[src/sv/skrib_pkg.sv]
// ---------------------------------------------------------------------------
// Run index builder package
// Shared constants, result kinds and the command and result records.
// ---------------------------------------------------------------------------
package skrib_pkg;

	localparam int MAX_RUN_DEF      = 32;
	localparam int PAYLOAD_BITS_DEF = 32;
	localparam int CFG_W            = 6;
	localparam int WORD_W           = 32;
	localparam int CMD_Q_DEPTH      = 2;
	localparam int RES_Q_DEPTH      = 2;

	localparam logic [CFG_W-1:0] MAX_REPEATS_RST = 6'd32;

	typedef enum logic [1:0] {
		KIND_KEY      = 2'd0,
		KIND_RECORD   = 2'd1,
		KIND_SENTINEL = 2'd2
	} kind_t;

	// One classified item on its way from the front to the back.
	typedef struct packed {
		logic              close_first;
		logic              take;
		logic              eop;
		logic [WORD_W-1:0] seed;
		logic [WORD_W-1:0] payload;
	} cmd_t;

	typedef struct packed {
		kind_t             kind;
		logic [WORD_W-1:0] key_or_seed;
		logic [WORD_W-1:0] offset;
		logic [WORD_W-1:0] record_payload;
		logic [WORD_W-1:0] kept_keys;
		logic [WORD_W-1:0] dropped_runs;
		logic              last_of_burst;
	} res_t;

endpackage

[src/sv/sorted_key_run_index_builder_unit.sv]
// ---------------------------------------------------------------------------
// Sorted key run index builder
// Groups runs of equal seeds, filters overlong runs and emits key, record
// and partition sentinel results.
// ---------------------------------------------------------------------------
// Channel   Handshake          Fields
// input     push / full        has_record, seed, payload, end_of_partition
// result    pop / empty        kind, key_or_seed, offset, record_payload,
//                              kept_keys, dropped_runs, last_of_burst
// config    cfg_wr_en          cfg_wr_data -> max_repeats
//
// A record is dispatched and then written to the run buffer; a bare end marker
// is only dispatched, and an end of partition adds a run close and a sentinel.
// A close of a kept run emits the key, then for each of its records does a
// registered buffer read and an emit; a dropped run is closed without output.
// Reset clears control state and counters; the run buffer needs no sweep.
// Full follows the command queue; a full result queue stalls the back end.
// ---------------------------------------------------------------------------
module sorted_key_run_index_builder_unit import skrib_pkg::*; #(
	parameter int MAX_RUN      = MAX_RUN_DEF,
	parameter int PAYLOAD_BITS = PAYLOAD_BITS_DEF
) (
	input  logic              clk,
	input  logic              arst_n,
	input  logic              push,
	output logic              full,
	input  logic              has_record,
	input  logic [WORD_W-1:0] seed,
	input  logic [WORD_W-1:0] payload,
	input  logic              end_of_partition,
	output logic              empty,
	input  logic              pop,
	output logic [1:0]        kind,
	output logic [WORD_W-1:0] key_or_seed,
	output logic [WORD_W-1:0] offset,
	output logic [WORD_W-1:0] record_payload,
	output logic [WORD_W-1:0] kept_keys,
	output logic [WORD_W-1:0] dropped_runs,
	output logic              last_of_burst,
	input  logic              cfg_wr_en,
	input  logic [CFG_W-1:0]  cfg_wr_data
);

	logic [CFG_W-1:0] max_repeats_q;
	logic             cmd_push;
	logic             cmd_full;
	logic             cmd_empty;
	logic             cmd_pop;
	cmd_t             cmd_in;
	cmd_t             cmd_out;
	logic             res_push;
	logic             res_full;
	res_t             res_in;
	res_t             res_out;

	always_ff @(posedge clk or negedge arst_n) begin
		if (!arst_n) begin
			max_repeats_q <= MAX_REPEATS_RST;
		end else if (cfg_wr_en) begin
			max_repeats_q <= cfg_wr_data;
		end
	end

	skrib_front u_front (
		.clk              (clk),
		.arst_n           (arst_n),
		.push             (push),
		.full             (full),
		.has_record       (has_record),
		.seed             (seed),
		.payload          (payload),
		.end_of_partition (end_of_partition),
		.cmd_full         (cmd_full),
		.cmd_push         (cmd_push),
		.cmd              (cmd_in)
	);

	skrib_fifo #(
		.WIDTH ($bits(cmd_t)),
		.DEPTH (CMD_Q_DEPTH)
	) u_cmd_q (
		.clk    (clk),
		.arst_n (arst_n),
		.push   (cmd_push),
		.wdata  (cmd_in),
		.full   (cmd_full),
		.pop    (cmd_pop),
		.rdata  (cmd_out),
		.empty  (cmd_empty)
	);

	skrib_back #(
		.MAX_RUN      (MAX_RUN),
		.PAYLOAD_BITS (PAYLOAD_BITS)
	) u_back (
		.clk         (clk),
		.arst_n      (arst_n),
		.max_repeats (max_repeats_q),
		.cmd_valid   (!cmd_empty),
		.cmd         (cmd_out),
		.cmd_pop     (cmd_pop),
		.res_full    (res_full),
		.res_push    (res_push),
		.res         (res_in)
	);

	skrib_fifo #(
		.WIDTH ($bits(res_t)),
		.DEPTH (RES_Q_DEPTH)
	) u_res_q (
		.clk    (clk),
		.arst_n (arst_n),
		.push   (res_push),
		.wdata  (res_in),
		.full   (res_full),
		.pop    (pop),
		.rdata  (res_out),
		.empty  (empty)
	);

	assign kind           = res_out.kind;
	assign key_or_seed    = res_out.key_or_seed;
	assign offset         = res_out.offset;
	assign record_payload = res_out.record_payload;
	assign kept_keys      = res_out.kept_keys;
	assign dropped_runs   = res_out.dropped_runs;
	assign last_of_burst  = res_out.last_of_burst;

endmodule

[src/sv/skrib_ram.sv]
// ---------------------------------------------------------------------------
// Run index builder: generic RAM
// One write port, one read port, registered read data.
// ---------------------------------------------------------------------------
module skrib_ram #(
	parameter int WIDTH = 32,
	parameter int DEPTH = 32
) (
	input  logic                                     clk,
	input  logic                                     we,
	input  logic [((DEPTH > 1) ? $clog2(DEPTH) : 1)-1:0] waddr,
	input  logic [WIDTH-1:0]                         wdata,
	input  logic                                     re,
	input  logic [((DEPTH > 1) ? $clog2(DEPTH) : 1)-1:0] raddr,
	output logic [WIDTH-1:0]                         rdata_q
);

	logic [WIDTH-1:0] mem_q [DEPTH];

	always_ff @(posedge clk) begin
		if (we) begin
			mem_q[waddr] <= wdata;
		end
		if (re) begin
			rdata_q <= mem_q[raddr];
		end
	end

endmodule

[src/sv/skrib_fifo.sv]
// ---------------------------------------------------------------------------
// Run index builder: small queue
// Flop-based first-in first-out queue, head shown while not empty.
// ---------------------------------------------------------------------------
module skrib_fifo #(
	parameter int WIDTH = 32,
	parameter int DEPTH = 2
) (
	input  logic             clk,
	input  logic             arst_n,
	input  logic             push,
	input  logic [WIDTH-1:0] wdata,
	output logic             full,
	input  logic             pop,
	output logic [WIDTH-1:0] rdata,
	output logic             empty
);

	localparam int AW = (DEPTH > 1) ? $clog2(DEPTH) : 1;
	localparam int CW = $clog2(DEPTH + 1);

	logic [WIDTH-1:0] slot_q [DEPTH];
	logic [AW-1:0]    wr_ptr_q;
	logic [AW-1:0]    rd_ptr_q;
	logic [CW-1:0]    count_q;
	logic             do_push;
	logic             do_pop;

	assign full    = (count_q == CW'(DEPTH));
	assign empty   = (count_q == '0);
	assign do_push = push && !full;
	assign do_pop  = pop && !empty;
	assign rdata   = slot_q[rd_ptr_q];

	always_ff @(posedge clk) begin
		if (do_push) begin
			slot_q[wr_ptr_q] <= wdata;
		end
	end

	always_ff @(posedge clk or negedge arst_n) begin
		if (!arst_n) begin
			wr_ptr_q <= '0;
			rd_ptr_q <= '0;
			count_q  <= '0;
		end else begin
			if (do_push) begin
				wr_ptr_q <= (wr_ptr_q == AW'(DEPTH - 1)) ? '0 : wr_ptr_q + AW'(1);
			end
			if (do_pop) begin
				rd_ptr_q <= (rd_ptr_q == AW'(DEPTH - 1)) ? '0 : rd_ptr_q + AW'(1);
			end
			unique case ({do_push, do_pop})
				2'b10:   count_q <= count_q + CW'(1);
				2'b01:   count_q <= count_q - CW'(1);
				default: count_q <= count_q;
			endcase
		end
	end

endmodule

[src/sv/skrib_front.sv]
// ---------------------------------------------------------------------------
// Run index builder: front end
// Takes items, drops idle ones and marks where a new seed closes a run.
// ---------------------------------------------------------------------------
module skrib_front import skrib_pkg::*; (
	input  logic              clk,
	input  logic              arst_n,
	input  logic              push,
	output logic              full,
	input  logic              has_record,
	input  logic [WORD_W-1:0] seed,
	input  logic [WORD_W-1:0] payload,
	input  logic              end_of_partition,
	input  logic              cmd_full,
	output logic              cmd_push,
	output cmd_t              cmd
);

	// Copy of the back end's run state, ahead of it by the queued commands.
	logic              open_q;
	logic [WORD_W-1:0] seed_q;
	logic              accept;

	assign full     = cmd_full;
	assign accept   = push && !cmd_full;
	assign cmd_push = accept && (has_record || end_of_partition);

	always_comb begin
		cmd.close_first = has_record && open_q && (seed != seed_q);
		cmd.take        = has_record;
		cmd.eop         = end_of_partition;
		cmd.seed        = seed;
		cmd.payload     = payload;
	end

	always_ff @(posedge clk or negedge arst_n) begin
		if (!arst_n) begin
			open_q <= 1'b0;
			seed_q <= '0;
		end else if (accept) begin
			if (has_record || end_of_partition) begin
				open_q <= has_record && !end_of_partition;
			end
			if (has_record) begin
				seed_q <= seed;
			end
		end
	end

endmodule

[src/sv/skrib_back.sv]
// ---------------------------------------------------------------------------
// Run index builder: back end
// Owns the run buffer and counters, and sequences keys, records and
// sentinels into the result queue.
// ---------------------------------------------------------------------------
module skrib_back import skrib_pkg::*; #(
	parameter int MAX_RUN      = MAX_RUN_DEF,
	parameter int PAYLOAD_BITS = PAYLOAD_BITS_DEF
) (
	input  logic             clk,
	input  logic             arst_n,
	input  logic [CFG_W-1:0] max_repeats,
	input  logic             cmd_valid,
	input  cmd_t             cmd,
	output logic             cmd_pop,
	input  logic             res_full,
	output logic             res_push,
	output res_t             res
);

	localparam int STORE_W = (PAYLOAD_BITS < WORD_W) ? PAYLOAD_BITS : WORD_W;
	localparam int AW      = (MAX_RUN > 1) ? $clog2(MAX_RUN) : 1;
	localparam int LEN_W   = $clog2(MAX_RUN + 1);

	typedef enum logic [6:0] {
		ST_IDLE  = 7'b0000001,
		ST_CLOSE = 7'b0000010,
		ST_KEY   = 7'b0000100,
		ST_RD    = 7'b0001000,
		ST_WR    = 7'b0010000,
		ST_TAKE  = 7'b0100000,
		ST_SENT  = 7'b1000000
	} state_t;

	state_t            state_q;
	state_t            state_d;
	state_t            close_next;
	cmd_t              cmd_q;
	logic              late_q;
	logic [WORD_W-1:0] run_seed_q;
	logic [LEN_W-1:0]  run_len_q;
	logic              run_open_q;
	logic              run_too_long_q;
	logic [LEN_W-1:0]  rec_idx_q;
	logic [LEN_W-1:0]  rec_next;
	logic              rec_last;
	logic [WORD_W-1:0] records_q;
	logic [WORD_W-1:0] kept_q;
	logic [WORD_W-1:0] dropped_q;
	logic [CFG_W-1:0]  limit;
	logic [CFG_W:0]    len_p1;
	logic              over_limit;
	logic              ram_we;
	logic              ram_re;
	logic [STORE_W-1:0] ram_rdata;

	assign limit = (max_repeats > CFG_W'(MAX_RUN)) ? CFG_W'(MAX_RUN) : max_repeats;
	assign len_p1 = (CFG_W + 1)'(run_len_q) + (CFG_W + 1)'(1);
	assign over_limit = (len_p1 > {1'b0, limit}) || (run_len_q >= LEN_W'(MAX_RUN));
	assign rec_next = rec_idx_q + LEN_W'(1);
	assign rec_last = (rec_next == run_len_q);
	// The close before a record always leads to taking that record.
	assign close_next = late_q ? ST_SENT : ST_TAKE;

	skrib_ram #(
		.WIDTH (STORE_W),
		.DEPTH (MAX_RUN)
	) u_run_store (
		.clk     (clk),
		.we      (ram_we),
		.waddr   (run_len_q[AW-1:0]),
		.wdata   (cmd_q.payload[STORE_W-1:0]),
		.re      (ram_re),
		.raddr   (rec_idx_q[AW-1:0]),
		.rdata_q (ram_rdata)
	);

	always_comb begin
		state_d  = state_q;
		cmd_pop  = 1'b0;
		res_push = 1'b0;
		res      = '0;
		ram_we   = 1'b0;
		ram_re   = 1'b0;
		unique case (state_q)
			ST_IDLE: begin
				if (cmd_valid) begin
					cmd_pop = 1'b1;
					state_d = (cmd.take && !cmd.close_first) ? ST_TAKE : ST_CLOSE;
				end
			end
			ST_CLOSE: begin
				state_d = (!run_open_q || run_too_long_q) ? close_next : ST_KEY;
			end
			ST_KEY: begin
				if (!res_full) begin
					res_push        = 1'b1;
					res.kind        = KIND_KEY;
					res.key_or_seed = run_seed_q;
					res.offset      = records_q;
					state_d         = ST_RD;
				end
			end
			ST_RD: begin
				ram_re  = 1'b1;
				state_d = ST_WR;
			end
			ST_WR: begin
				if (!res_full) begin
					res_push           = 1'b1;
					res.kind           = KIND_RECORD;
					res.key_or_seed    = run_seed_q;
					res.record_payload = WORD_W'(ram_rdata);
					// Only the last record of a run closed by a new seed ends the
					// burst, and only when no sentinel follows.
					res.last_of_burst  = !late_q && !cmd_q.eop && rec_last;
					state_d            = rec_last ? close_next : ST_RD;
				end
			end
			ST_TAKE: begin
				ram_we  = !run_too_long_q && !over_limit;
				state_d = cmd_q.eop ? ST_CLOSE : ST_IDLE;
			end
			ST_SENT: begin
				if (!res_full) begin
					res_push          = 1'b1;
					res.kind          = KIND_SENTINEL;
					res.offset        = records_q;
					res.kept_keys     = kept_q;
					res.dropped_runs  = dropped_q;
					res.last_of_burst = 1'b1;
					state_d           = ST_IDLE;
				end
			end
			default: begin
				state_d = ST_IDLE;
			end
		endcase
	end

	always_ff @(posedge clk or negedge arst_n) begin
		if (!arst_n) begin
			state_q        <= ST_IDLE;
			cmd_q          <= '0;
			late_q         <= 1'b0;
			run_seed_q     <= '0;
			run_len_q      <= '0;
			run_open_q     <= 1'b0;
			run_too_long_q <= 1'b0;
			rec_idx_q      <= '0;
			records_q      <= '0;
			kept_q         <= '0;
			dropped_q      <= '0;
		end else begin
			state_q <= state_d;
			unique case (state_q)
				ST_IDLE: begin
					if (cmd_valid) begin
						cmd_q  <= cmd;
						late_q <= !cmd.take;
					end
				end
				ST_CLOSE: begin
					if (run_open_q && run_too_long_q) begin
						dropped_q      <= dropped_q + WORD_W'(1);
						run_open_q     <= 1'b0;
						run_too_long_q <= 1'b0;
						run_len_q      <= '0;
					end
				end
				ST_KEY: begin
					if (!res_full) begin
						rec_idx_q <= '0;
					end
				end
				ST_WR: begin
					if (!res_full) begin
						if (rec_last) begin
							kept_q         <= kept_q + WORD_W'(1);
							records_q      <= records_q + WORD_W'(run_len_q);
							run_open_q     <= 1'b0;
							run_too_long_q <= 1'b0;
							run_len_q      <= '0;
						end else begin
							rec_idx_q <= rec_next;
						end
					end
				end
				ST_TAKE: begin
					late_q <= 1'b1;
					if (!run_open_q) begin
						run_open_q <= 1'b1;
						run_seed_q <= cmd_q.seed;
					end
					if (!run_too_long_q) begin
						if (over_limit) begin
							run_too_long_q <= 1'b1;
						end else begin
							run_len_q <= run_len_q + LEN_W'(1);
						end
					end
				end
				ST_SENT: begin
					if (!res_full) begin
						records_q <= '0;
						kept_q    <= '0;
						dropped_q <= '0;
					end
				end
				default: begin
					late_q <= late_q;
				end
			endcase
		end
	end

endmodule

[config.mk]
export PLATFORM = sky130hd
export DESIGN_NAME = sorted_key_run_index_builder_unit
export DESIGN_NICKNAME = d
export VERILOG_FILES = /design/src/sv/skrib_pkg.sv /design/src/sv/sorted_key_run_index_builder_unit.sv /design/src/sv/skrib_ram.sv /design/src/sv/skrib_fifo.sv /design/src/sv/skrib_front.sv /design/src/sv/skrib_back.sv
export SDC_FILE = /design/constraint.sdc
export NUM_CORES = 2
export LEC_CHECK = 0
export BUFFER_PORTS_ARGS = -buffer_cell sky130_fd_sc_hd__buf_2
export CAP_MARGIN = 10
export CORE_MARGIN = 3
export CORE_UTILIZATION = 67
export DETAILED_ROUTE_END_ITERATION = 12
export PLACE_DENSITY = 0.87
export SLEW_MARGIN = 20
export SYNTH_ARGS = -nofsm -noshare
export SYNTH_HDL_FRONTEND = slang
export SYNTH_HIERARCHICAL = 1
export SYNTH_SLANG_ARGS = --single-unit
[constraint.sdc]
create_clock -name clk -period 15.4 [get_ports clk]
set_input_delay 3.08 -clock clk [delete_from_list [all_inputs] [get_ports clk]]
set_output_delay 3.08 -clock clk [all_outputs]
set_load 0.05 [all_outputs]
# == Word-level counts from Yosys, hierarchy flattened ==
# Memory sizes are Yosys's and may differ from the RTL's. A register that Yosys moved wholly into a read port is not among the register bits.
# Index checks and enable logic that the tools add are counted.
# op_classes
addsub,14
order_cmp,3
eq_ne,24
n_mux,70
bitwise_logic,2
reduce_logical,50
# op_table
op,count
32-bit one-hot mux with 2 select lines,5
32-bit two-way mux,9
64-bit two-way mux,2
65-bit two-way mux,1
32-bit by 1-bit adder with 32-bit output (second input constant),2
6-bit two-way mux,10
7-bit two-way mux,7
7-bit one-hot mux with 7 select lines,1
33-bit two-way mux,1
32-bit by 6-bit adder with 32-bit output,1
32-bit inequality test,1
1-bit two-way mux,23
6-bit one-hot mux with 3 select lines,1
4-bit AND reduction,4
1-bit logical AND,14
2-bit inequality test (second input constant),7
6-bit by 1-bit adder with 6-bit output (second input constant),2
1-bit logical NOT,12
6-bit one-hot mux with 2 select lines,1
2-bit nonzero test,6
2-bit AND reduction,5
2-bit == test (second input constant),4
2-bit one-hot mux with 2 select lines,2
6-bit by 1-bit adder with 7-bit output (second input constant),1
other kinds (27),41
# totals
register_bits,262
ram_bits,1484
in_bits,77
output_inout_bits,165
elab_cells,188
mem_count,3
# mem_list
name,depth,width,read_ports,rd_ports_with_merged_regs,write_ports,line,text
u_back.u_run_store.mem_q,32,32,1,1,1,skrib_ram.sv:18,logic [WIDTH-1:0] mem_q [DEPTH];
u_res_q.slot_q,2,163,1,0,1,skrib_fifo.sv:22,logic [WIDTH-1:0] slot_q [DEPTH];
u_cmd_q.slot_q,2,67,1,0,1,skrib_fifo.sv:22,

# == Longest topological paths before layout ==
# logic_depth
ltp_word,9
depth_mapped,14
ltp_nobuf,11

# == By module ==
# Netlist, hierarchy kept.
# by_module_without_submodules
module,n_inst,cells_each,area_per_inst_um2,seq_area_each_um2
skrib_ram,1,2260,40812.9,31710.4
skrib_fifo at u_res_q,1,525,12051.6,9889.5
skrib_back,1,1288,11422.2,5381.4
skrib_fifo at u_cmd_q,1,227,5119.9,4124.0
skrib_front,1,184,2255.9,825.8
sorted_key_run_index_builder_unit,1,14,256.5,151.4

# == Least setup slack after synthesis ==
# OpenSTA, ideal clock, no wires.
# synth_timing
path_kind,register to register
start,register u_back.state_q[2]
end,memory u_res_q/slot_q[0][0] (netlist name) (enable)
t_arrival_ns,9.112
required_ns,14.712
setup_slack_ns,5.600
stages_incl_launch_ff,12
period_less_slack_ns,9.800
cell_sequence,dfrtp_1 clkbuf_1 or3_1 clkbuf_1 nor3_1 nand2_1 or2_2 clkbuf_1 clkbuf_1 a31oi_1 nand2_1 nor2_1
# synth_via
elab_chain_cells,6
# synth_rtl
element,line,text
start: declaration,skrib_back.sv:35,state_t state_q;
start signal: assignment,skrib_back.sv:155,state_q <= state_d;
"7-bit by 3-bit == test with 1-bit output, or another cell as far along",skrib_back.sv:85,unique case (state_q)
3-bit OR reduction (no line) *,--,
1-bit two-way mux *,--,
named net res_push,sorted_key_run_index_builder_unit.sv:51,logic res_push;
1-bit logical AND *,skrib_fifo.sv:31,assign do_push = push && !full;
1-bit two-way mux *,skrib_fifo.sv:36,if (do_push) begin
1-bit two-way mux (not written as such) *,skrib_fifo.sv:37,slot_q[wr_ptr_q] <= wdata;
end: declaration,skrib_fifo.sv:22,
# Mark *: on every way through the listed nets, which the timed path passes. The rest lies on a longest branch.

# == Final worst setup path ==
# layout_timing
start,register u_res_q.rd_ptr_q
end,output record_payload[7]
# layout_via
elab_chain_cells,1
# layout_rtl
element,line,text
start: declaration,skrib_fifo.sv:24,logic [AW-1:0] rd_ptr_q;
start signal: assignment,skrib_fifo.sv:51,rd_ptr_q <= (rd_ptr_q == AW'(DEPTH - 1)) ? '0 : rd_ptr_q + AW'(1);
memory 2 x 163 bit,--,
end: declaration,sorted_key_run_index_builder_unit.sv:36,"output logic [WORD_W-1:0] record_payload,"
# Every way passes these cells.

==> run summary <==
Count of max-cap constraint violations: 0. The tools report the endpoint required time on the critical path as 12320 ps. The Yosys step of the flow raised 6 warnings.

At the pin with the least slew margin, the transition time is 1230 ps. For the total vias in the final route, the log shows 40300. Buffers added to address setup during post-CTS repair amount to 0. In the final design database the tool counted 4768 nets.

Counting every sink on the clock net gives 1778. The count of hold-fix buffers inserted at cts was 0. The fill cell instance count of the final layout was 5766. The critical path class is flip-flop to primary output.

The endpoint identified for the worst register-to-register timing path is u_back/u_run_store/mem_q[31][9]. The detailed-placement wirelength estimate was 88.5 mm. Die height: 334 µm. The setup check on the worst reg-to-reg path leaves a slack of 9780 ps. The die is 334 µm wide. Counting distinct cell types in the post-synthesis netlist gives 75.

Total power for the finished layout comes to 12.6 mW. The number of antenna violations at the first check in global routing is 9, and the post-synthesis net count is 4595. For hold timing, the worst endpoint is u_back/records_q[31]. Clock period minus final worst setup slack: 6810 ps. In this run the tightest slew margin relative to its limit is 17.4%. Timing would allow up to 147 MHz. Across the VDD grid, the largest voltage drop is 0.000139 V.

The flow ran to the end, and the final reports show no timing, DRC or antenna violations. The library cells used most frequently in the layout, excluding fill and tap cells, are edfxtp_1 (1516), mux2i_1 (520), nand2_1 (361). The first detailed-routing pass took 6 iterations.

The initial utilization of the core area, before any placement, comes to 67.9%. The worst setup path is launched from a flip-flop. The logs give 0 for the remaining routing DRC violations and 0 for the final max-slew violation count. The share of post-route cells with drive strength above 1 came out at 19.8%.

The first global-routing pass estimated 240 mm of wire. The biggest area contributor in the post-synthesis netlist is edfxtp_1. Prior to clock tree synthesis, the placed netlist has a worst setup slack of 9320 ps. The maximum clock insertion buffer count was 3; the area growth from synthesis to final layout was 10.5%.

In this run the most critical hold path is launched from u_back/records_q[31]. The congestion estimate from routability-driven global placement came to 0.811. Number of global-route vias before repair: 40900.

The power density of the placed cells works out to 159 nW/µm². The H-tree was split into 4 levels. The number of rows created at floorplan came out at 119. After detailed routing, the average wire length per cell comes to 25.8 µm. Using the TritonRoute via totals, the vias-per-cell ratio works out to 6.50. Worst hold slack after final layout: 481 ps. In the synthesized netlist the dominant register cell turns out to be edfxtp_1. In the finished design, the share of the clock period the worst path needs comes to 44.2%.

Leaving out fill and tap cells, the most frequent cell in the layout is edfxtp_1. Setup repair after global routing left no endpoint under its margin. Per-instance average area after synthesis: 16.0 µm².

TritonCTS built the clock tree. The detail route stage leaves a number of antenna-violating nets equal to 0. The tools report the sequential-to-total area share from yosys stat as 72.4%. The tools report the capturing element type of the critical path as a primary output.

The tools report the cell chosen for the clock root as clkbuf_16. The detailed router finished its first iteration with 4754 violations. Clock skew on the completed layout was measured at 30.9 ps.

The die covers 111000 µm². 242 I/O pins were placed. Synthesis inferred 1778 register bits. Entering global routing, the biggest net connects 140 pins.

The clock insertion delay at the later pin of the skew report is 780 ps, and the number of cells on the worst reg-to-reg path is 10. Adding up every negative setup slack in the final design gives 0 ps. In the post-synthesis netlist, the biggest area contributors are edfxtp_1 (63%), dfrtp_1 (9.0%), mux2i_1 (7.2%). Input and output buffers added on the ports amount to 241. Across all setup checks in the final design, the least slack found is 8590 ps.

Wires add up to 160 mm. The run gives 28.0 nW as the standby leakage power. The run gives 28.2% as the global routing usage summed across all routing layers. The launching element of the worst setup path is u_res_q/rd_ptr_q.

TritonCTS created 169 clock buffers. The hold path depth is 1. The synthesized netlist occupies a cell area of 71900 µm². In the synthesized netlist, the number of instances is 4498. After floorplanning, the core was sized to cover 106000 µm².

The proportion of netlist area held by the largest area contributor is 63.3%, and the critical path arrival is 3730 ps. Measured on the finished design, the core utilization comes to 75.1%. In this run, post-CTS repair resized a total of 0 instances.

Summed over all layers, the global routing overflow is 0. The total count of hold-check failures in the final report is 0, and the number of synthesized flops with an enable pin is 1516. Setup violations remaining at the end of the flow were counted as 0.

The worst flop-to-flop path startpoint was u_back/run_len_q[1]. In this run the worst path has a maximum fanout of 77. The min-delay analysis places its worst path in the category flip-flop to flip-flop.

The fraction of registers with async set or reset after synthesis was 14.7%; the clock-pin slew on the worst setup and hold paths was 60 ps.
cells in the mapped netlist (6+ instances only):
master	number
buf_6	24
or3_1	14
clkbuf_8	12
buf_4	104
nor4_1	6
and2_1	102
buf_2	39
buf_1	11
inv_1	21
mux2i_1	520
nand2b_1	10
mux2_2	245
o31ai_1	12
ha_1	19
nand2_1	363
edfxtp_1	1516
o21ai_0	77
nor2_1	113
and3_1	87
nand3b_1	7
xnor2_1	55
a21oi_1	167
and4_1	9
dfrtp_1	260
nand3_1	128
nand4_1	35
a31oi_1	51
mux2_4	56
nor2b_1	10
nor3_1	46
a22o_1	68
a22oi_1	97
xor2_1	31
clkbuf_1	108
critical path: stages (launching register included):
cell     delay (ps)
dfrtp_4         810
buf_4           570
buf_4           780
mux2_2          420
buf_2           210
report_power, final:
part | switching, mW | total, mW | internal, mW
Clock | 1.76 | 4.04 | 2.28
Sequential | 0.641 | 6.55 | 5.91
Combinational | 1.27 | 2.02 | 0.750
Total | 3.67 | 12.6 | 8.94
per-stage QoR:
step / std cells / instance area, µm²
2_1_floorplan: 4498 / 71900
3_3_place_gp: 5877 / 73700
3_5_place_dp: 5879 / 73700
4_1_cts: 6191 / 79100
5_1_grt: 6204 / 79500
6_report: 6208 / 79500
cell type report:
type,instances,area (µm²),area share [%]
antenna,5,12.5,0.0157
sequential,1778,52100,65.6
tap,1391,1740,2.19
inverter,21,78.8,0.0992
clock inverter,81,758,0.954
multi-input combinational,2394,18100,22.8
clock buffer,231,4650,5.85
timing repair buffer,307,1990,2.50
sequential cells by signal, summed over array words and instances, names as in the netlist, 2 cells and up:
register	cells
u_back/records_q	32
u_cmd_q/slot_q	134
u_back/rec_idx_q	6
u_res_q/slot_q	326
u_res_q/count_q	2
u_back/cmd_q	65
u_back/kept_q	32
max_repeats_q	6
u_back/run_seed_q	32
u_back/u_run_store/mem_q	1024
u_back/u_run_store/rdata_q	32
u_back/state_q	7
u_back/dropped_q	32
u_front/seed_q	32
u_back/run_len_q	6
u_cmd_q/count_q	2
worst max-delay path by stage:
stage                           end  slack (ps)
2_1_floorplan  u_res_q/slot_q[0][0]        5600
3_3_place_gp   u_back/dropped_q[19]        9370
3_5_place_dp   u_back/dropped_q[19]        9320
4_1_cts           record_payload[7]        8560
5_1_grt           record_payload[8]        8420
6_report          record_payload[7]        8590
logic make-up (layout without fill, tap and decap cells):
logic type | after synthesis | in the layout | share of synthesized area (%)
other | 0 | 5 | 0
AOI/OAI and AO/OA | 508 | 508 | 4.52
muxes | 821 | 821 | 12.2
xor gates and xnor gates | 87 | 87 | 1.08
DFF | 1778 | 1778 | 72.4
and+or+nand+nor | 958 | 958 | 6.55
buffers and inverters | 326 | 640 | 2.84
adders and majority gates | 20 | 20 | 0.358
layer usage:
layer	track usage (%)	vias to the layer above	routed length (µm)
met5	0	-	27
met4	10.2	4	4900
met3	5.62	375	15100
met2	46.7	2263	80100
met1	37.8	20300	59800
li1	-	17400	-
Power figures use the tool's default switching activity.
